===== src/rtl/stp_pkg.sv =====
package stp_pkg;

  // Ring depth and sample format.
  localparam int unsigned DELAY_DEPTH = 262144;
  localparam int unsigned ADDR_W      = $clog2(DELAY_DEPTH);
  localparam int unsigned FILL_W      = ADDR_W + 1;
  localparam int unsigned SAMPLE_W    = 24;
  localparam int unsigned SUM_W       = SAMPLE_W + 2;

  // Register widths.
  localparam int unsigned IG_W   = 16;
  localparam int unsigned FB_W   = 15;
  localparam int unsigned BPM_W  = 8;
  localparam int unsigned RATE_W = 17;
  localparam int unsigned PADDR_W = 5;
  localparam int unsigned PDATA_W = 32;

  // Width of 60 * sample_rate.
  localparam int unsigned NUM_W = RATE_W + 6;

  // Register reset values.
  localparam logic [IG_W-1:0]   IG_RST   = IG_W'(16384);
  localparam logic [FB_W-1:0]   FB_RST   = FB_W'(9830);
  localparam logic [BPM_W-1:0]  BPM_RST  = BPM_W'(80);
  localparam logic [RATE_W-1:0] RATE_RST = RATE_W'(48000);

  // Delay lengths that follow from the reset tempo and rate.
  localparam int unsigned LEN_MAX    = DELAY_DEPTH - 1;
  localparam int unsigned BEAT_RST   = 60 * 48000 / 80;
  localparam int unsigned HALF_RST   = 60 * 48000 / 160;
  localparam int unsigned LEN_L_RST  = (BEAT_RST > LEN_MAX) ? LEN_MAX : BEAT_RST;
  localparam int unsigned LEN_R_RST  = (HALF_RST > LEN_MAX) ? LEN_MAX : HALF_RST;

  // Register indexes on the configuration port.
  typedef enum logic [2:0] {
    REG_INPUT_GAIN    = 3'd0,
    REG_FEEDBACK_GAIN = 3'd1,
    REG_TEMPO_BPM     = 3'd2,
    REG_SAMPLE_RATE   = 3'd3,
    REG_MONO_SOURCE   = 3'd4
  } reg_idx_e;

  // Delay length divider states.
  typedef enum logic [1:0] {
    LEN_IDLE,
    LEN_LOAD,
    LEN_DIV
  } len_state_e;

  // Current register contents.
  typedef struct packed {
    logic [IG_W-1:0]   input_gain;
    logic [FB_W-1:0]   feedback_gain;
    logic [BPM_W-1:0]  tempo_bpm;
    logic [RATE_W-1:0] sample_rate;
    logic              mono_source;
  } cfg_t;

  // Pipeline control shared by both channels.
  typedef struct packed {
    logic acc;
    logic adv;
    logic s2_vld;
  } pipe_ctl_t;

endpackage


===== src/rtl/stp_len.sv =====
module stp_len (
  input  logic                        clk_i,
  input  logic                        rst_ni,
  input  logic                        upd_i,
  input  logic [stp_pkg::BPM_W-1:0]   tempo_bpm_i,
  input  logic [stp_pkg::RATE_W-1:0]  sample_rate_i,
  output logic [stp_pkg::ADDR_W-1:0]  len_l_o,
  output logic [stp_pkg::ADDR_W-1:0]  len_r_o,
  output logic                        busy_o
);

  localparam int unsigned CNT_W = $clog2(stp_pkg::NUM_W);

  stp_pkg::len_state_e state_q, state_d;

  logic [stp_pkg::NUM_W-1:0]  num_q, num_d;
  logic [stp_pkg::BPM_W-1:0]  rem_q, rem_d;
  logic [CNT_W-1:0]           cnt_q;
  logic [stp_pkg::ADDR_W-1:0] len_l_q, len_r_q;
  logic [stp_pkg::BPM_W:0]    part, diff;
  logic                       ge;
  logic [stp_pkg::NUM_W-1:0]  beat, half;
  logic                       load_en, step_en, last;

  // Clamp a length to the ring.
  function automatic logic [stp_pkg::ADDR_W-1:0] clamp_len(input logic [stp_pkg::NUM_W-1:0] q);
    if (q > stp_pkg::NUM_W'(stp_pkg::LEN_MAX)) begin
      return stp_pkg::ADDR_W'(stp_pkg::LEN_MAX);
    end
    return q[stp_pkg::ADDR_W-1:0];
  endfunction

  // One restoring division step per cycle.
  assign part  = {rem_q, num_q[stp_pkg::NUM_W-1]};
  assign ge    = part >= {1'b0, tempo_bpm_i};
  assign diff  = part - {1'b0, tempo_bpm_i};
  assign rem_d = ge ? diff[stp_pkg::BPM_W-1:0] : part[stp_pkg::BPM_W-1:0];
  assign num_d = {num_q[stp_pkg::NUM_W-2:0], ge};
  assign last  = (cnt_q == '0);

  // Half a beat is the beat count halved.
  assign beat = num_d;
  assign half = num_d >> 1;

  // Next state. A new tempo or rate write restarts the division from any state.
  always_comb begin
    state_d = state_q;
    if (upd_i) begin
      state_d = stp_pkg::LEN_LOAD;
    end else begin
      unique case (state_q)
        stp_pkg::LEN_IDLE: state_d = stp_pkg::LEN_IDLE;
        stp_pkg::LEN_LOAD: state_d = (tempo_bpm_i == '0) ? stp_pkg::LEN_IDLE : stp_pkg::LEN_DIV;
        stp_pkg::LEN_DIV:  if (last) state_d = stp_pkg::LEN_IDLE;
        default:           state_d = stp_pkg::LEN_IDLE;
      endcase
    end
  end

  // State outputs.
  always_comb begin
    busy_o  = 1'b1;
    load_en = 1'b0;
    step_en = 1'b0;
    unique case (state_q)
      stp_pkg::LEN_IDLE: busy_o  = 1'b0;
      stp_pkg::LEN_LOAD: load_en = 1'b1;
      stp_pkg::LEN_DIV:  step_en = 1'b1;
      default:           busy_o  = 1'b1;
    endcase
  end

  always_ff @(posedge clk_i or negedge rst_ni) begin
    if (!rst_ni) begin
      state_q <= stp_pkg::LEN_IDLE;
      len_l_q <= stp_pkg::ADDR_W'(stp_pkg::LEN_L_RST);
      len_r_q <= stp_pkg::ADDR_W'(stp_pkg::LEN_R_RST);
    end else begin
      state_q <= state_d;
      if (load_en && (tempo_bpm_i == '0)) begin
        len_l_q <= stp_pkg::ADDR_W'(stp_pkg::LEN_MAX);
        len_r_q <= stp_pkg::ADDR_W'(stp_pkg::LEN_MAX);
      end else if (step_en && last) begin
        len_l_q <= clamp_len(beat);
        len_r_q <= clamp_len(half);
      end
    end
  end

  // Dividend is 60 * rate, formed as 64x - 4x.
  always_ff @(posedge clk_i) begin
    if (load_en) begin
      num_q <= (stp_pkg::NUM_W'(sample_rate_i) << 6) - (stp_pkg::NUM_W'(sample_rate_i) << 2);
      rem_q <= '0;
      cnt_q <= CNT_W'(stp_pkg::NUM_W - 1);
    end else if (step_en) begin
      num_q <= num_d;
      rem_q <= rem_d;
      cnt_q <= cnt_q - 1'b1;
    end
  end

  assign len_l_o = len_l_q;
  assign len_r_o = len_r_q;

endmodule


===== config.mk =====
export PLATFORM = sky130hd
export DESIGN_NAME = stp_len
export DESIGN_NICKNAME = d
export VERILOG_FILES = /design/src/rtl/stp_pkg.sv /design/src/rtl/stp_len.sv
export SDC_FILE = /design/constraint.sdc
export NUM_CORES = 1
export LEC_CHECK = 0
export BUFFER_PORTS_ARGS = -buffer_cell sky130_fd_sc_hd__buf_4
export CAP_MARGIN = 20
export CORE_ASPECT_RATIO = 1.75
export CORE_MARGIN = 10
export CORE_UTILIZATION = 50
export CTS_BUF_LIST = sky130_fd_sc_hd__clkbuf_2 sky130_fd_sc_hd__clkbuf_4 sky130_fd_sc_hd__clkbuf_8
export CTS_CLUSTER_SIZE = 40
export DETAILED_ROUTE_END_ITERATION = 8
export HOLD_SLACK_MARGIN = 0.15
export PLACE_DENSITY = 0.82
export SYNTH_ARGS = -nofsm -noshare
export SYNTH_HDL_FRONTEND = slang
export SYNTH_SLANG_ARGS = --single-unit

===== constraint.sdc =====
create_clock -name clk_i -period 4.2 [get_ports clk_i]
set_input_delay 0.21 -clock clk_i [delete_from_list [all_inputs] [get_ports clk_i]]
set_output_delay 0.21 -clock clk_i [all_outputs]
set_load 0.01 [all_outputs]

# ---- Yosys cells after proc, flatten, opt, wreduce, memory -nomap -nowiden
# Cells that the tools add are included.
dict set report op_classes {
  n_lt_le_gt_ge 3
  n_reduce_logical 7
  eq_ne 3
  muxes 24
  addsub 3
}
# cell count
set op_table {}
lappend op_table {{18-bit two-way mux} 8}
lappend op_table {{23-bit two-way mux} 2}
lappend op_table {{23-bit by 18-bit > comparator with 1-bit output (second input constant)} 1}
lappend op_table {{23-bit by 19-bit subtractor with 23-bit output} 1}
lappend op_table {{22-bit by 18-bit > comparator with 1-bit output (second input constant)} 1}
lappend op_table {{9-bit by 8-bit greater-or-equal comparator with 1-bit output} 1}
lappend op_table {{1-bit two-way mux} 9}
lappend op_table {{8-bit zero test} 1}
lappend op_table {{8-bit two-way mux} 1}
lappend op_table {{8-bit subtractor} 1}
lappend op_table {{2-bit two-way mux} 3}
lappend op_table {{5-bit zero test} 1}
lappend op_table {{5-bit by 1-bit subtractor with 5-bit output (second input constant)} 1}
lappend op_table {{2-bit case mux with 2 select lines} 1}
lappend op_table {{2-bit nonzero test} 2}
lappend op_table {{3-bit inequality test (second input constant)} 1}
lappend op_table {{2-bit by 1-bit equality test with 1-bit output (second input constant)} 1}
lappend op_table {{2-bit equality test (second input constant)} 1}
lappend op_table {{1-bit logical AND} 2}
lappend op_table {{2-bit zero test} 1}
dict set report totals {
  output_inout_bits 37
  input_bits 28
  regBits 74
}

# ---- Depth between registers and ports, before layout
dict set report depth {
  word_depth 8
  mapped_depth 9
  mapped_depth_nobuf 9
}

# ---- Least setup slack after synthesis
# OpenSTA, ideal clock, no wires.
dict set report synth_path {
  path_type {input-to-reg}
  startpoint {input port sample_rate_i[9] in the netlist's numbering}
  endpoint {register num_q[14] in the netlist's numbering (data pin)}
  n_path_buf 1
  arrival_time_ns 1.773
  path_stages 9
  setup_time_ns 0.260
  setup_slack_ns 2.168
  path_cell_list {inv_1 > ha_1 > buf_6 > a21o_1 > a21o_1 > a221oi_1 > o31ai_1 > xor2_1 > mux2_2}
}
dict set report synth_between {
  elab_chain_cells 2
}
# item line
set synth_lines {}
lappend synth_lines {{from (decl)} stp_len.sv:6} ;# input logic [stp_pkg::RATE_W-1:0] sample_rate_i,
lappend synth_lines {{23-bit by 19-bit subtractor with 23-bit output} stp_len.sv:93} ;# num_q <= (stp_pkg::NUM_W'(sample_rate_i) << 6) - (stp_pkg::NUM_W'(sample_rate_i) << 2);
lappend synth_lines {{23-bit two-way mux} stp_len.sv:92} ;# if (load_en) begin
lappend synth_lines {{to (signal assigned)} stp_len.sv:93}
lappend synth_lines {{to (signal assigned)} stp_len.sv:97} ;# num_q <= num_d;
lappend synth_lines {{to (decl)} stp_len.sv:16} ;# logic [stp_pkg::NUM_W-1:0] num_q, num_d;
# No other way between the ends.
# A chain may end at the register's enable or synchronous reset.

# ---- Worst setup path after layout
dict set report layout_path {
  startpoint {register state_q[0]}
  endpoint {register len_l_q (netlist bit len_l_o[2])}
}
dict set report layout_between {
  elab_chain_cells 4
  elab_cells_between_ends 8
  cone_classes {eq/ne: 2; mux: 3; reduce/logical: 3}
}
# item line
set layout_lines {}
lappend layout_lines {{from (decl)} stp_len.sv:14} ;# stp_pkg::len_state_e state_q, state_d;
lappend layout_lines {{from (signal assigned)} stp_len.sv:75} ;# state_q <= stp_pkg::LEN_IDLE;
lappend layout_lines {{from (signal assigned)} stp_len.sv:79} ;# state_q <= state_d;
lappend layout_lines {{2-bit by 1-bit equality test with 1-bit output / 2-bit equality test (equally long branches)} stp_len.sv:65} ;# unique case (state_q)
lappend layout_lines {{1-bit two-way mux} stp_len.sv:65}
lappend layout_lines {{1-bit logical AND, on equally long branches} {stp_len.sv:80, stp_len.sv:83}}
lappend layout_lines {{18-bit two-way mux / 2-bit nonzero test (equally long branches)} -}
lappend layout_lines {{to (signal assigned)} stp_len.sv:76} ;# len_l_q <= stp_pkg::ADDR_W'(stp_pkg::LEN_L_RST);
lappend layout_lines {{to (signal assigned)} stp_len.sv:81} ;# len_l_q <= stp_pkg::ADDR_W'(stp_pkg::LEN_MAX);
lappend layout_lines {{to (signal assigned)} stp_len.sv:84} ;# len_l_q <= clamp_len(beat);
lappend layout_lines {{to (decl)} stp_len.sv:19} ;# logic [stp_pkg::ADDR_W-1:0] len_l_q, len_r_q;
# Several ways; a longest one is shown, not always the timed one.

==> results.sh <==
export IMPL_ant_nets=0
export IMPL_die_width_um=89.6
export IMPL_num_nets_final=528
export IMPL_start_util_pct=51.3
export IMPL_layout_drive_gt1_share_pct=24.5
export IMPL_synth_simple_area_share_pct=12.9
export IMPL_finalMaxSlewViolations=0
export IMPL_coreArea_um2=8260
export IMPL_io_pins=65
export IMPL_multi_input_area_um2=2110
export IMPL_fin_setup_tns_ns=0
export IMPL_period_minus_slack_ns=2.95
export IMPL_dp_hpwl_um=8010
export IMPL_synth_top_area_share_pct=16.6
export IMPL_nFillCells=707
export IMPL_synth_edf_count=23
export IMPL_ys_seq_area_share_pct=45.2
export IMPL_cts_sinks=74
export IMPL_clk_insertion_delay_late_ns=0.35
export IMPL_cts_resized=0
export IMPL_grt_pass1_wl_um=17300
export IMPL_slowest_stage="nand4_1"
export IMPL_cts_buffers=9
export IMPL_ys_ff_latch=74
export IMPL_slew_headroom_pct=30.2
export IMPL_cts_root_buf="clkbuf_8"
export IMPL_drt_initial_drc_count=173
export IMPL_critical_path_startpoint_type="register"
export IMPL_vdd_drop_max_mv=0.165
export IMPL_finalSetupViolations=0
export IMPL_grt_remaining_overflow=0
export IMPL_via_count=3470
export IMPL_cp_required_ns=4.43
export IMPL_holdBufCountCts=2
export IMPL_finalWirelength_um=10500
export IMPL_fin_util_pct=60.3
export IMPL_die_area_um2=12700
export IMPL_maxCapViolations=0
export IMPL_slowest_delay_ns=0.76
export IMPL_rsz0062_at_grt="false"
export IMPL_tightest_slew_ns=1.05
export IMPL_antenna_found_initial=0
export IMPL_synth_top_family_by_area="compound AO/OA/AOI/OAI gates"
export IMPL_seq_area_um2=1910
export IMPL_finalCritPeriodShare_pct=70.3
export IMPL_grt_pass1_vias=3698
export IMPL_synth_async_reset_ratio_pct=51.4
export IMPL_grt_max_degree=39
export IMPL_synth_fa_ha_area_share_pct=8.16
export IMPL_syn_area_um2=4230
export IMPL_viasPerCell=6.09
export IMPL_portBuffers=64
export IMPL_netlist_instances=410
export IMPL_cp_max_fo=25
export IMPL_drc=0
export IMPL_h_tree_depth=3
export IMPL_dieHeight_um=142
export IMPL_finalHoldViolCount=0
export IMPL_hold_class="primary input to register"
export IMPL_synth_compound_area_share_pct=23.1
export IMPL_worst_ep_arrival_time_ns=3.18
export IMPL_cts_tree="built"
export IMPL_power_leakage_uw=0.00217
export IMPL_synthXorXnorAreaFrac_pct=3.10
export IMPL_yosysUniqueCellTypes=64
export IMPL_muxShareOfSynthArea_pct=2.66
export IMPL_postCtsSetupBuffers=0
export IMPL_critPathBufInv=1
export IMPL_synth_nets=465
export IMPL_dr_pass1_iters=4
export IMPL_num_antenna_cells=0
export IMPL_wl_per_cell_um=18.5
export IMPL_yosys_warnings=0
export IMPL_syn_to_final_growth_pct=17.6
export IMPL_std_cell_rows=44
export IMPL_clkTransAtPathRegs_ns=0.07
export IMPL_p_per_area_nw_per_um2=384
export IMPL_critical_path_top_delay_family="simple AND/OR/NAND/NOR gates"
export IMPL_place_congestion=0.938
export IMPL_syn_avg_cell_area_um2=10.3
export IMPL_timing_fmax_ghz=0.339
export IMPL_clock_skew_ns=0.00689
export IMPL_worst_setup_path_end_kind="register"
export IMPL_finalPower_uw=1910
export IMPL_synthTopCellsByArea="dfrtp_1, edfxtp_1, ha_1, o22a_1, dfstp_2"
export IMPL_synthFlopType="dfrtp_1"
export IMPL_yosysTopAreaCell="dfrtp_1"
export IMPL_track_usage_pct=17.3
export IMPL_status="complete, no violations"
export IMPL_crit_type="register to register"
export IMPL_clockBufferDepth=2
export IMPL_worstPathCellList="inv_1 -> ha_1 -> nand2b_1 -> nor3_2 -> nand4_1 -> o22a_1"
-- power breakdown --
part,internal [µW],leakage [µW],switching [µW]
registers,857,0.000792,62.5
logic,227,0.00127,248
clock network,267,0.000101,253
-- through the flow --
stage / cell area [µm²] / hold slack (ns) / std cells / setup slack (ns)
3_5_place_dp: 4770 / 0.206 / 552 / 1.25
4_1_cts: 4980 / 0.224 / 570 / 1.24
5_1_grt: 4980 / 0.242 / 570 / 0.907
2_1_floorplan: 4230 / -0.0856 / 410 / 2.17
6_report: 4980 / 0.231 / 570 / 1.25
3_3_place_gp: 4770 / 0.195 / 552 / 1.47
-- state kept, by name (all words and copies together), names as in the netlist --
register / count
cnt_q: 5
num_q: 23
state_q: 2
len_l_o: 18
len_r_o: 18
rem_q: 8
-- worst paths after layout --
kind / to / depth (start not counted) / slack, ns / startpoint
worst max-delay path: len_l_o[2] / 6 / 1.25 / state_q[0]
worst min-delay path: num_q[21] / 3 / 0.23 / sample_rate_i[15]
worst max register to register: len_l_o[2] / 6 / 1.25 / state_q[0]
worst min register to register: len_r_o[17] / 1 / 0.50 / len_r_o[17]
max in group asynchronous: len_r_o[14] / 2 / 3.47 / rst_ni
min in group asynchronous: len_r_o[0] / 2 / 0.36 / rst_ni
-- cell usage after synthesis (2+ instances only) --
library cell  instances
xor2_1                6
o21a_1                6
or2_2                 2
o21ai_0              14
inv_1                33
a221oi_1              2
or3_1                 3
nand2b_1              7
dfrtp_1              28
o31ai_1               4
a31oi_1               4
nor3_1                6
a21oi_4               2
o21ai_2               2
ha_1                 26
edfxtp_1             23
a311oi_1              5
or4_1                 2
buf_2                 4
a21o_1                7
a21oi_1              17
xnor2_1               9
nor3b_1               2
nand2_1              26
nand3_1              17
o211ai_1              4
nor2_1               23
o22a_1               35
o211a_1               2
clkbuf_1              8
dfxtp_1              13
nor2b_1               4
a41oi_1               4
o21ai_1               3
mux2_2               10
nor4_1                4
a22oi_1               2
o31a_1                2
nand4_1               2
buf_1                 4
dfstp_2              10
-- layer usage --
metal | vias to the layer above | GRT usage [%] | share of wire (%)
met5 | - | 0 | 0
met4 | 0 | 10.6 | 3.5
met3 | 27 | 2.98 | 4.4
met2 | 105 | 31.6 | 55
met1 | 1688 | 17.0 | 37
li1 | 1650 | - | -
-- kinds of logic (layout without fill, tap and decap cells) --
| group | after synthesis | count (layout) |
|---|---|---|
| and+or+nand+nor | 107 | 107 |
| DFF | 74 | 74 |
| adders and majority gates | 27 | 27 |
| buffers and inverters | 51 | 119 |
| muxes | 10 | 10 |
| xor gates and xnor gates | 15 | 15 |
| AOI/OAI and AO/OA | 126 | 126 |
-- worst register-to-register path: stages, from the launching register on --
cell      delay [ns]
dfrtp_1         0.41
inv_1           0.09
ha_1            0.65
nand2b_1        0.21
nor3_2          0.27
nand4_1         0.76
o22a_1          0.45
-- layout make-up --
class                   count  area share [%]
multi-input cells         285            42.5
flip-flops and latches     74            38.4
repair buffers             69            10.5
clock buffers              14            3.49
inverters                  34            2.56
well taps                  92            2.31
clock inverters             2           0.226
-- placed cells by master (no fill, tap or decap), types with 5 or more instances in the layout --
cell      synthesis  routed
buf_4             0      67
o22a_1           35      35
inv_1            33      33
dfrtp_1          28      28
nand2_1          26      26
ha_1             26      26
nor2_1           23      23
edfxtp_1         23      23
a21oi_1          17      17
nand3_1          17      17
o21ai_0          14      14
dfxtp_1          13      13
clkbuf_8          0      11
mux2_2           10      10
dfstp_2          10      10
xnor2_1           9       9
a21o_1            7       7
nand2b_1          7       7
xor2_1            6       6
nor3_1            6       6
o21a_1            6       6
a311oi_1          5       5
No activity file was read; power rests on OpenSTA's default activity.
