File: config.mk
export PLATFORM = sky130hd
export DESIGN_NAME = stp_cfg
export DESIGN_NICKNAME = d
export VERILOG_FILES = /design/src/rtl/stp_pkg.sv /design/src/rtl/stp_cfg.sv
export SDC_FILE = /design/constraint.sdc
export NUM_CORES = 1
export LEC_CHECK = 0
export BUFFER_PORTS_ARGS = -buffer_cell sky130_fd_sc_hd__buf_2
export CORE_MARGIN = 1.5
export CORE_UTILIZATION = 45
export DETAILED_ROUTE_END_ITERATION = 10
export PLACE_DENSITY = 0.87
export SETUP_SLACK_MARGIN = 0.15
export SYNTH_ARGS = -nofsm -noshare
export SYNTH_HDL_FRONTEND = slang
export SYNTH_SLANG_ARGS = --single-unit
export TNS_END_PERCENT = 30
File: constraint.sdc
create_clock -name clk_i -period 1.4 [get_ports clk_i]
set_input_delay 0.14 -clock clk_i [delete_from_list [all_inputs] [get_ports clk_i]]
set_output_delay 0.14 -clock clk_i [all_outputs]
set_load 0.02 [all_outputs]
File: src/rtl/stp_pkg.sv
package stp_pkg;

  // Ring depth and sample format.
  localparam int unsigned DELAY_DEPTH = 262144;
  localparam int unsigned ADDR_W      = $clog2(DELAY_DEPTH);
  localparam int unsigned FILL_W      = ADDR_W + 1;
  localparam int unsigned SAMPLE_W    = 24;
  localparam int unsigned SUM_W       = SAMPLE_W + 2;

  // Register widths.
  localparam int unsigned IG_W   = 16;
  localparam int unsigned FB_W   = 15;
  localparam int unsigned BPM_W  = 8;
  localparam int unsigned RATE_W = 17;
  localparam int unsigned PADDR_W = 5;
  localparam int unsigned PDATA_W = 32;

  // Width of 60 * sample_rate.
  localparam int unsigned NUM_W = RATE_W + 6;

  // Register reset values.
  localparam logic [IG_W-1:0]   IG_RST   = IG_W'(16384);
  localparam logic [FB_W-1:0]   FB_RST   = FB_W'(9830);
  localparam logic [BPM_W-1:0]  BPM_RST  = BPM_W'(80);
  localparam logic [RATE_W-1:0] RATE_RST = RATE_W'(48000);

  // Delay lengths that follow from the reset tempo and rate.
  localparam int unsigned LEN_MAX    = DELAY_DEPTH - 1;
  localparam int unsigned BEAT_RST   = 60 * 48000 / 80;
  localparam int unsigned HALF_RST   = 60 * 48000 / 160;
  localparam int unsigned LEN_L_RST  = (BEAT_RST > LEN_MAX) ? LEN_MAX : BEAT_RST;
  localparam int unsigned LEN_R_RST  = (HALF_RST > LEN_MAX) ? LEN_MAX : HALF_RST;

  // Register indexes on the configuration port.
  typedef enum logic [2:0] {
    REG_INPUT_GAIN    = 3'd0,
    REG_FEEDBACK_GAIN = 3'd1,
    REG_TEMPO_BPM     = 3'd2,
    REG_SAMPLE_RATE   = 3'd3,
    REG_MONO_SOURCE   = 3'd4
  } reg_idx_e;

  // Delay length divider states.
  typedef enum logic [1:0] {
    LEN_IDLE,
    LEN_LOAD,
    LEN_DIV
  } len_state_e;

  // Current register contents.
  typedef struct packed {
    logic [IG_W-1:0]   input_gain;
    logic [FB_W-1:0]   feedback_gain;
    logic [BPM_W-1:0]  tempo_bpm;
    logic [RATE_W-1:0] sample_rate;
    logic              mono_source;
  } cfg_t;

  // Pipeline control shared by both channels.
  typedef struct packed {
    logic acc;
    logic adv;
    logic s2_vld;
  } pipe_ctl_t;

endpackage

File: src/rtl/stp_cfg.sv
module stp_cfg (
  input  logic                         clk_i,
  input  logic                         rst_ni,
  input  logic                         psel,
  input  logic                         penable,
  input  logic                         pwrite,
  input  logic [stp_pkg::PADDR_W-1:0]  paddr,
  input  logic [stp_pkg::PDATA_W-1:0]  pwdata,
  output logic [stp_pkg::PDATA_W-1:0]  prdata,
  output logic                         pready,
  output stp_pkg::cfg_t                cfg_o,
  output logic                         wr_o,
  output logic                         upd_o
);

  stp_pkg::cfg_t    cfg_q;
  stp_pkg::reg_idx_e idx;
  logic             wr;

  assign idx    = stp_pkg::reg_idx_e'(paddr[stp_pkg::PADDR_W-1:2]);
  assign wr     = psel & penable & pwrite;
  assign pready = 1'b1;
  assign wr_o   = wr;
  assign cfg_o  = cfg_q;

  // A tempo or rate write restarts the delay length computation.
  assign upd_o = wr && ((idx == stp_pkg::REG_TEMPO_BPM) || (idx == stp_pkg::REG_SAMPLE_RATE));

  // Register writes; unknown indexes are dropped.
  always_ff @(posedge clk_i or negedge rst_ni) begin
    if (!rst_ni) begin
      cfg_q.input_gain    <= stp_pkg::IG_RST;
      cfg_q.feedback_gain <= stp_pkg::FB_RST;
      cfg_q.tempo_bpm     <= stp_pkg::BPM_RST;
      cfg_q.sample_rate   <= stp_pkg::RATE_RST;
      cfg_q.mono_source   <= 1'b0;
    end else if (wr) begin
      unique case (idx)
        stp_pkg::REG_INPUT_GAIN:    cfg_q.input_gain    <= pwdata[stp_pkg::IG_W-1:0];
        stp_pkg::REG_FEEDBACK_GAIN: cfg_q.feedback_gain <= pwdata[stp_pkg::FB_W-1:0];
        stp_pkg::REG_TEMPO_BPM:     cfg_q.tempo_bpm     <= pwdata[stp_pkg::BPM_W-1:0];
        stp_pkg::REG_SAMPLE_RATE:   cfg_q.sample_rate   <= pwdata[stp_pkg::RATE_W-1:0];
        stp_pkg::REG_MONO_SOURCE:   cfg_q.mono_source   <= pwdata[0];
        default: ;
      endcase
    end
  end

  // Read back.
  always_comb begin
    prdata = '0;
    unique case (idx)
      stp_pkg::REG_INPUT_GAIN:    prdata = stp_pkg::PDATA_W'(cfg_q.input_gain);
      stp_pkg::REG_FEEDBACK_GAIN: prdata = stp_pkg::PDATA_W'(cfg_q.feedback_gain);
      stp_pkg::REG_TEMPO_BPM:     prdata = stp_pkg::PDATA_W'(cfg_q.tempo_bpm);
      stp_pkg::REG_SAMPLE_RATE:   prdata = stp_pkg::PDATA_W'(cfg_q.sample_rate);
      stp_pkg::REG_MONO_SOURCE:   prdata = stp_pkg::PDATA_W'(cfg_q.mono_source);
      default:                    prdata = '0;
    endcase
  end

endmodule

### Word level (Yosys, flattened, before mapping)

Index checks and enable logic that the tools add are counted.

* output and inout port bits: 92
* input port bits: 42
* register bits: 57
* logic and storage cells: 20

* equality and inequality tests: 4
* mux-type cells: 1
* reduce and logical (&&, ||, !) cells: 8
* bitwise logic cells: 2

Operators by type and width (count)
* $pmux 17 s5: 1
* $reduce_and 2->1: 5
* $eq 3x2->1 const B: 2
* $eq 3x1->1 const B: 1
* $eq 3x3->1 const B: 1
* $logic_not 3->1: 1
* $and 1x1->1: 2
* $logic_and 1x1->1: 1
* $logic_or 1x1->1: 1

### Logic depth before layout (Yosys ltp)

Gate-level depths: netlist (run 1).

* depth in word-level cells: 3
* mapped depth: 6
* depth with buffers taken out: 3

### Worst setup path before layout (run 1)

OpenSTA, ideal clock, no wires.

* kind: input to output
* from: input port paddr[2] (netlist name)
* to: output port prdata[12] (netlist name)
* buffers on the path: 3
* path slack: -0.133 ns
* data arrival time: 1.393 ns
* required time: 1.260 ns
* stages: 6
* cell sequence: buf_2 buf_4 buf_4 mux2i_1 or2_2 a21oi_1

* cells in the longest elaborated chain, start to end: 2

Ends and longest elaborated chain
* start: declaration: RTL line stp_cfg.sv:7 `input logic [stp_pkg::PADDR_W-1:0] paddr,`
* $eq 3x3->1, or another cell as far along: RTL line stp_cfg.sv:52 `unique case (idx)`
* $pmux 17 s5 *: RTL line stp_cfg.sv:52
* end: declaration: RTL line stp_cfg.sv:9 `output logic [stp_pkg::PDATA_W-1:0] prdata,`

Every way passes the cells marked *; elsewhere a longest branch is shown, timed or not.

### Worst setup path after layout (run 1)

* from: register cfg_q, in the netlist cfg_o[7]
* to: output port prdata[6] (netlist name)

* cells in the longest elaborated chain, start to end: 1

Ends and longest elaborated chain
* start: declaration: RTL line stp_cfg.sv:16 `stp_pkg::cfg_t cfg_q;`
* $pmux 17 s5: RTL line stp_cfg.sv:52

Every way passes these cells.

==> impl_metrics.yaml, run 1 <==
clock_network:
  clockBufferDepth: 2
  tritoncts: "built"
  cts_buffers: 9
  cts_sinks: 57
  cts_htree_levels: 3
  root_buffer: "clkbuf_8"
  clkSlewWorstSetupHoldPaths_ps: 70
  clock_latency_ps: 330
die:
  die_h_um: 83.0
  dieWidth_um: 83.0
  die-area_sq_um: 6880
  io_pins: 134
  start_util: 0.475
  coreArea_sq_um: 6060
  rows: 28
logic_synthesis:
  synth_seq_cells: 57
  ys_types: 31
  ys_top_cells_by_area: "dfrtp_1 (35%), mux2_2 (19%), dfstp_2 (16%)"
  synth_largest_area_cell: "dfrtp_1"
  syn_area_sq_um: 2880
  synth_area_per_cell_sq_um: 13.9
  yosys_warnings: 0
  synthCells: 207
  ys_seq_area_frac: 0.503
  yosysTopAreaCellShare: 0.348
finish:
  mostFrequentLayoutCell: "buf_2"
  synthToLayoutAreaGrowth_pct: 43.6
  instances_no_fill: 423
  layout-drive-gt1-share: 0.741
  fin_nets: 385
  diodes: 0
  layout_common_cells: "buf_2 (81), mux2_2 (43), dfrtp_1 (40), buf_4 (40), dfstp_2 (17)"
  largest_register_ffs: 57
critical_path:
  worstPathRequired_ps: 1260
  arrival_ps: 1500
  r2r_end: "cfg_o[4]$_DFFE_PN0P_"
  worstSetupStartpointType: "register"
  crit_type: "register to primary output"
  r2r-start: "cfg_o[4]$_DFFE_PN0P_"
  rr_worst_depth: 3
  r2r_slack_ps: 380
  cp_max_fo: 2
  end_kind: "primary output"
  setup.worst_path.end: "prdata[6]"
  crit_path_start: "cfg_o[7]$_DFFE_PN0P_"
global_route:
  grt_pass1_wl_mm: 11.1
  grt_overflow_total: 0
  grt_pass1_vias: 2090
  grt_usage: 0.208
  grt_max_degree: 58
  antenna_found_initial: 0
drt:
  drc_errors: 0
  drt_iter0_markers: 92
  vias: 2169
  routed_wl_mm: 7.12
  wl_per_cell_um: 16.8
  drtAntennaViolNets: 0
  via_per_inst: 5.13
  first_pass_iters: 4
placement:
  dpl_worst_slack_ps: -185
  dpl.hpwl_mm: 4.88
  port_buffers: 100
  dp.cells: 390
  gp_congestion: 0.768
timing:
  finalClockSkew_ps: 0
  drv_slew: 0
  period_needed_ps: 1640
  fmax_ghz: 0.608
  finalSetupViolCount: 14
  tns_ps: -2560
  setup_ws_ps: -245
  rsz0062_at_grt: "true"
  timing.final.crit_share: 1.17
  finalHoldViolCount: 0
min_path:
  hold_class: "input port to register"
power:
  peakVddDrop_mv: 1.08
  p_leak_nw: 2.08
  powerDensity_nw_per_um2: 1480
status:
  violations: "negative setup slack"
  status: "complete, but fails checks"
job:
  drv_cap: 0
[critical path: stages, from the launching register on]
cell and delay, ps:
dfrtp_1 380, mux4_2 480, nor2b_1 140, buf_4 170
[synth_stat cells]
master / instances
and2_1: 1
nand4b_4: 1
and3_1: 1
mux2_2: 48
dfstp_2: 17
buf_2: 2
and3b_1: 1
clkbuf_1: 5
buf_6: 2
nand2_1: 9
o21a_1: 1
nor3b_2: 1
mux4_2: 7
conb_1: 2
mux2_4: 10
and4b_1: 1
nor2_2: 1
or3_1: 1
buf_4: 19
or2_2: 7
nor2_1: 2
nor2b_1: 7
dfrtp_1: 40
o22ai_1: 1
nor3b_1: 1
mux2i_1: 7
nor3b_4: 1
a22oi_1: 1
nand3b_1: 1
a21oi_1: 8
nand3_1: 1
[cell families (layout without fill, tap and decap cells)]
family	Yosys count	after routing	synth area share
buf+inv	28	155	0.0674
compound gates	11	11	0.0213
flops	57	57	0.503
simple gates	37	37	0.0861
mux	72	72	0.319
other cells	2	16	0.00261
[per-stage QoR]
stage          power (W)  instance area, sq um   util  hold slack, ps
2_1_floorplan    0.00346                  3070      -            -156
3_3_place_gp     0.00398                  3630  0.599             160
3_5_place_dp     0.00404                  3630  0.599             161
4_1_cts          0.00609                  4080  0.673            16.0
5_1_grt          0.00640                  4130  0.682            20.7
6_report         0.00612                  4130  0.682            29.0
[worst min-delay path by stage]
stage	startpoint	end	slack (ps)	depth (start not counted)
floorplan	rst_ni	cfg_o[0]$_DFFE_PN0P_	-160	0
finish	pwdata[16]	cfg_o[17]$_DFFE_PN0P_	30	2
CTS	pwdata[16]	cfg_o[17]$_DFFE_PN0P_	20	2
detailed placement	rst_ni	cfg_o[3]$_DFFE_PN0P_	160	2
global route	pwdata[16]	cfg_o[17]$_DFFE_PN0P_	20	2
global placement	rst_ni	cfg_o[15]$_DFFE_PN0P_	160	2
[report_power, final]
group	total (W)	internal, W	switching (W)	leakage [nW]
clock network	0.00186	0.00118	0.000681	0.115
logic	0.00198	0.000964	0.00102	1.27
registers	0.00228	0.00204	0.000238	0.689
[cell type report]
type                            instances  area, sq um
Clock buffer                            9          124
Clock inverter                          7          119
Fill cell                             467         1930
Multi-Input combinational cell        136         1420
Sequential cell                        57         1450
Tap cell                               75         93.8
Timing Repair Buffer                  139          925
[metal layers]
metal  share of wire  global-route usage  vias to the layer above
li1                -                   -                      980
met1            0.42               0.260                     1088
met2            0.50               0.342                       91
met3           0.071              0.0746                       10
met4          0.0088              0.0606                        0
met5               0                   0                        -
[timing repair]
item                                    in CTS  in global routing
buffers inserted                            12                  4
endpoints found under the setup margin      16                 17
pin swaps                                    7                  0
gates resized for setup                     34                  7
hold buffers                                 1                  0
endpoints found under the hold margin       40                  0
No activity file was read; power rests on OpenSTA's default activity.
==> run 2: changes to the inputs <==
- CORE_UTILIZATION: 45 -> 42
- MAX_ROUTING_LAYER: unset -> met4
- PLACE_DENSITY: 0.87 -> 0.85
- clock period: 1.4 -> 1.5 ns (I/O delays scaled with it)
==> run 2 against run 1 <==
Net effect: the flow still finishes with violations (negative setup slack); register-to-register slack improved by 100 ps; critical path type unchanged; highest routed layer unchanged; flip-flop and latch count unchanged; sequential share of layout area increased by 1.5 points; worst hold slack improved by 40 ps; global-route usage decreased by 0.71 points; largest power group unchanged; die area increased by 6.9%; non-clock buffer count decreased by 11.
==> impl_metrics.yaml, run 2 (synthesized netlist as in run 1, its figures left out) <==
timing:
  finalClockSkew_ps: 0
  fmax_ghz: 0.609
  tns_ps: -1210
  setup_ws_ps: -142
  finalSetupViolCount: 13
  whs_ps: 69.1
  drv_slew: 0
  timing.final.crit_share: 1.09
  finalHoldViolCount: 0
  rsz0062_at_grt: "true"
  period_needed_ps: 1640
power:
  power_w: 0.00533
  powerDensity_nw_per_um2: 1350
  p_leak_nw: 2.00
  peakVddDrop_mv: 0.760
finish:
  diodes: 0
  layout_common_cells: "buf_2 (86), mux2_2 (48), dfrtp_1 (40)"
  largest_register_ffs: 57
  post-route-util: 0.611
  layout-drive-gt1-share: 0.723
  nFillCells: 516
  mostFrequentLayoutCell: "buf_2"
  synthToLayoutAreaGrowth_pct: 37.9
  instances_no_fill: 413
  fin_nets: 374
die:
  rows: 29
  dieWidth_um: 85.8
  start_util: 0.443
  coreArea_sq_um: 6490
  die-area_sq_um: 7350
  io_pins: 134
  die_h_um: 85.8
clock_network:
  clkSlewWorstSetupHoldPaths_ps: 60
  cts_sinks: 57
  cts_buffers: 9
  cts_htree_levels: 3
  root_buffer: "clkbuf_8"
  clockBufferDepth: 2
  clock_latency_ps: 310
  tritoncts: "built"
placement:
  dpl.hpwl_mm: 4.68
  gp_congestion: 0.772
  port_buffers: 100
  dp.cells: 389
min_path:
  hold_class: "input port to register"
critical_path:
  crit_type: "register to primary output"
  worstPathRequired_ps: 1350
  cp_max_fo: 3
  end_kind: "primary output"
  arrival_ps: 1490
  worstSetupStartpointType: "register"
drt:
  wl_per_cell_um: 16.5
  via_per_inst: 5.05
  routed_wl_mm: 6.80
  drc_errors: 0
  first_pass_iters: 4
  vias: 2086
  drtAntennaViolNets: 0
  drt_iter0_markers: 70
status:
  status: "complete, but fails checks"
  violations: "negative setup slack"
global_route:
  grt_usage: 0.201
  antenna_found_initial: 0
  grt_overflow_total: 0
  grt_pass1_vias: 2052
  grt_pass1_wl_mm: 10.9
  grt_max_degree: 58
job:
  drv_cap: 0
## run 2: cell types whose count changed in the layout (fill, tap and decap cells not counted), sizes merged
cell      before  now
buf          138  127
bufinv         3    1
clkinv         2    1
clkinvlp       2    0
clkbuf         9   13
## run 2: report_power, final
group | total, W | internal, W | switching (W)
combinational | 0.00169 | 0.000789 | 0.000898
clock | 0.00152 | 0.000937 | 0.000578
sequential | 0.00213 | 0.00191 | 0.000225
total | 0.00533 | 0.00363 | 0.00170
## run 2: critical path: stages, from the launching register on
cell,delay [ps]
dfrtp_1,390
mux4_2,460
nor2b_1,150
buf_4,170
## run 2: what timing repair did
item	4_1_cts	5_1_grt
setup endpoints to repair	16	16
hold buffers	1	0
buffers inserted	6	2
endpoints found under the hold margin	40	0
resized for setup	23	6
pin swaps	6	6
## run 2: layout make-up
cell class	count	area (sq um)	area share
clock buffers	13	179	0.0451
repair buffers	128	825	0.208
clock inverters	2	35.0	0.00883
well taps	77	96.3	0.0243
multi-input cells	136	1380	0.349
flip-flops and latches	57	1450	0.365
## run 2: routing by layer
metal | global-route usage | part of all wire
met4 | 0.0660 | 0.0091
met1 | 0.247 | 0.43
met5 | - | 0
met3 | 0.0414 | 0.047
met2 | 0.334 | 0.51
## run 2: through the flow
stage / setup slack [ps] / cell area [sq um]
2_1_floorplan: 112 / 3010
5_1_grt: -199 / 3970
6_report: -142 / 3970
3_3_place_gp: -105 / 3600
3_5_place_dp: -110 / 3600
4_1_cts: -149 / 3930
## run 2: worst paths after layout
path                                  startpoint               endpoint  slack (ps)  cells past startpoint
max reg2reg                cfg_o[20]$_DFFE_PN0P_  cfg_o[20]$_DFFE_PN0P_         480                      3
min reg2reg                 cfg_o[6]$_DFFE_PN0P_   cfg_o[6]$_DFFE_PN0P_         530                      1
min                                   pwdata[16]  cfg_o[17]$_DFFE_PN0P_          70                      2
max in group asynchronous                 rst_ni   cfg_o[9]$_DFFE_PN1P_         830                      3
max                         cfg_o[7]$_DFFE_PN0P_              prdata[6]        -140                      3
min in group asynchronous                 rst_ni  cfg_o[46]$_DFFE_PN0P_         340                      3
==> run 3: changes to the inputs <==
- CORE_UTILIZATION: 42 -> 45
- CTS_BUF_LIST: unset -> sky130_fd_sc_hd__clkbuf_2 sky130_fd_sc_hd__clkbuf_4 sky130_fd_sc_hd__clkbuf_8
- PLACE_DENSITY: 0.85 -> 0.87
- clock period: 1.5 -> 2.1 ns (I/O delays scaled with it)
==> run 3 against run 2 <==
Net effect: the run now ends clean; flip-flop and latch count is the same; non-clock buffer count decreased by 17; final cell count down 4.4%; setup slack improved by 440 ps; clock power fell by 44%; clock skew unchanged; sequential power fell by 29%; sequential share of layout area grew 3.8 points; global-route usage is 0.51 points lower; die area fell by 6.4%; critical path type is now input port to primary output; critical endpoint is now prdata[8].
==> impl_metrics.yaml, run 3 (synthesized netlist as in run 1, its figures left out) <==
die:
  dieWidth_um: 83.0
  rows: 28
  die_h_um: 83.0
  start_util: 0.475
  coreArea_sq_um: 6060
  io_pins: 134
  die-area_sq_um: 6880
critical_path:
  end_kind: "primary output"
  r2r_slack_ps: 1300
  worstSetupStartpointType: "input port"
  arrival_ps: 1590
  r2r_end: "cfg_o[11]$_DFFE_PN0P_"
  r2r-start: "cfg_o[11]$_DFFE_PN0P_"
  cp_max_fo: 20
  rr_worst_depth: 1
  worstPathRequired_ps: 1890
  crit_type: "input port to primary output"
power:
  p_leak_nw: 1.85
  powerDensity_nw_per_um2: 961
  power_w: 0.00345
  peakVddDrop_mv: 0.527
global_route:
  antenna_found_initial: 0
  grt_max_degree: 32
  grt_overflow_total: 0
  grt_pass1_wl_mm: 10.3
  grt_usage: 0.196
  grt_pass1_vias: 2008
timing:
  worst_pin_slew_ps: 620
  finalHoldViolCount: 0
  drv_slew: 0
  finalClockSkew_ps: 0
  fmax_ghz: 0.556
  relSlewSlack: 0.587
  period_needed_ps: 1800
  timing.final.crit_share: 0.856
  finalSetupViolCount: 0
  tns_ps: 0
  rsz0062_at_grt: "false"
clock_network:
  cts_buffers: 9
  cts_htree_levels: 3
  clkSlewWorstSetupHoldPaths_ps: 60
  cts_sinks: 57
  clockBufferDepth: 2
  tritoncts: "built"
  cts.repair.resized: 0
  root_buffer: "clkbuf_8"
  clock_latency_ps: 330
drt:
  routed_wl_mm: 6.38
  drtAntennaViolNets: 0
  drc_errors: 0
  via_per_inst: 5.13
  vias: 2028
  wl_per_cell_um: 16.1
  first_pass_iters: 4
  drt_iter0_markers: 77
job:
  drv_cap: 0
min_path:
  hold_depth: 2
  hold_class: "input port to register"
  worstHoldStart: "pwdata[16]"
  min_to: "cfg_o[17]$_DFFE_PN0P_"
placement:
  port_buffers: 100
  placed_area_sq_um: 3420
  dp.cells: 378
  gp_congestion: 0.718
  dpl.hpwl_mm: 4.56
finish:
  layout.cell_area.non_filler_sq_um: 3590
  nFillCells: 509
  mostFrequentLayoutCell: "buf_2"
  layout_common_cells: "buf_2 (100), mux2_2 (48), dfrtp_1 (40)"
  post-route-util: 0.592
  layout-drive-gt1-share: 0.684
  instances_no_fill: 395
  diodes: 0
  fin_nets: 357
  synthToLayoutAreaGrowth_pct: 24.7
  largest_register_ffs: 57
status:
  status: "finished clean"
==> run 3: cell types whose count changed in the layout (fill, tap and decap cells not counted), sizes merged <==
cell / before / now
bufinv: 1 / 0
clkinvlp: 0 / 1
buf: 127 / 110
clkbuf: 13 / 9
clkinv: 1 / 6
==> run 3: report_power, final <==
group          total, W  internal (W)  switching [W]  leakage (nW)
clock          0.000848      0.000413       0.000435        0.0883
combinational   0.00108      0.000473       0.000604          1.07
sequential      0.00152       0.00136       0.000162         0.689
==> run 3: worst max-delay path by stage <==
stage | from | endpoint | slack, ps
after floorplan | paddr[2] | prdata[12] | 430
after CTS | paddr[2] | prdata[14] | 290
final | paddr[2] | prdata[8] | 300
after global placement | paddr[2] | cfg_o[17]$_DFFE_PN0P_ | 260
after detailed placement | paddr[2] | cfg_o[11]$_DFFE_PN0P_ | 230
after global routing | paddr[2] | prdata[12] | 160
==> run 3: per-layer routing <==
layer  vias up  wire length, um  share of wire  global-route usage
li1        913                -              -                   -
met1      1012             2730           0.43               0.244
met2        93             3150           0.49               0.313
met3        10              417          0.065              0.0437
met4         0               81          0.013              0.0788
met5         -                0              0                   -
==> run 3: final cells by class <==
| type | count | area, sq um | area share |
|---|---|---|---|
| Multi-Input combinational cell | 136 | 1290 | 0.359 |
| Clock inverter | 7 | 37.5 | 0.0105 |
| Clock buffer | 9 | 124 | 0.0345 |
| Sequential cell | 57 | 1450 | 0.403 |
| Tap cell | 75 | 93.8 | 0.0262 |
| Timing Repair Buffer | 111 | 598 | 0.167 |
==> run 3: metrics by stage <==
| step | hold WS [ps] | worst slack, ps |
|---|---|---|
| floorplan | -85.6 | 427 |
| global placement | 251 | 261 |
| detailed placement | 266 | 232 |
| CTS | 98.1 | 288 |
| global route | 115 | 155 |
| finish | 115 | 302 |
==> run 3: timing repair <==
item                                    CTS  global route
hold buffers                              1             0
endpoints found under the setup margin    0             0
buffers inserted                          0             0
endpoints found under the hold margin    16             0
==> run 3: worst max-delay path: stages <==
cell	delay [ps]
buf_2	460
buf_4	270
mux2i_1	80
or2_2	270
a21oi_1	120
buf_2	170
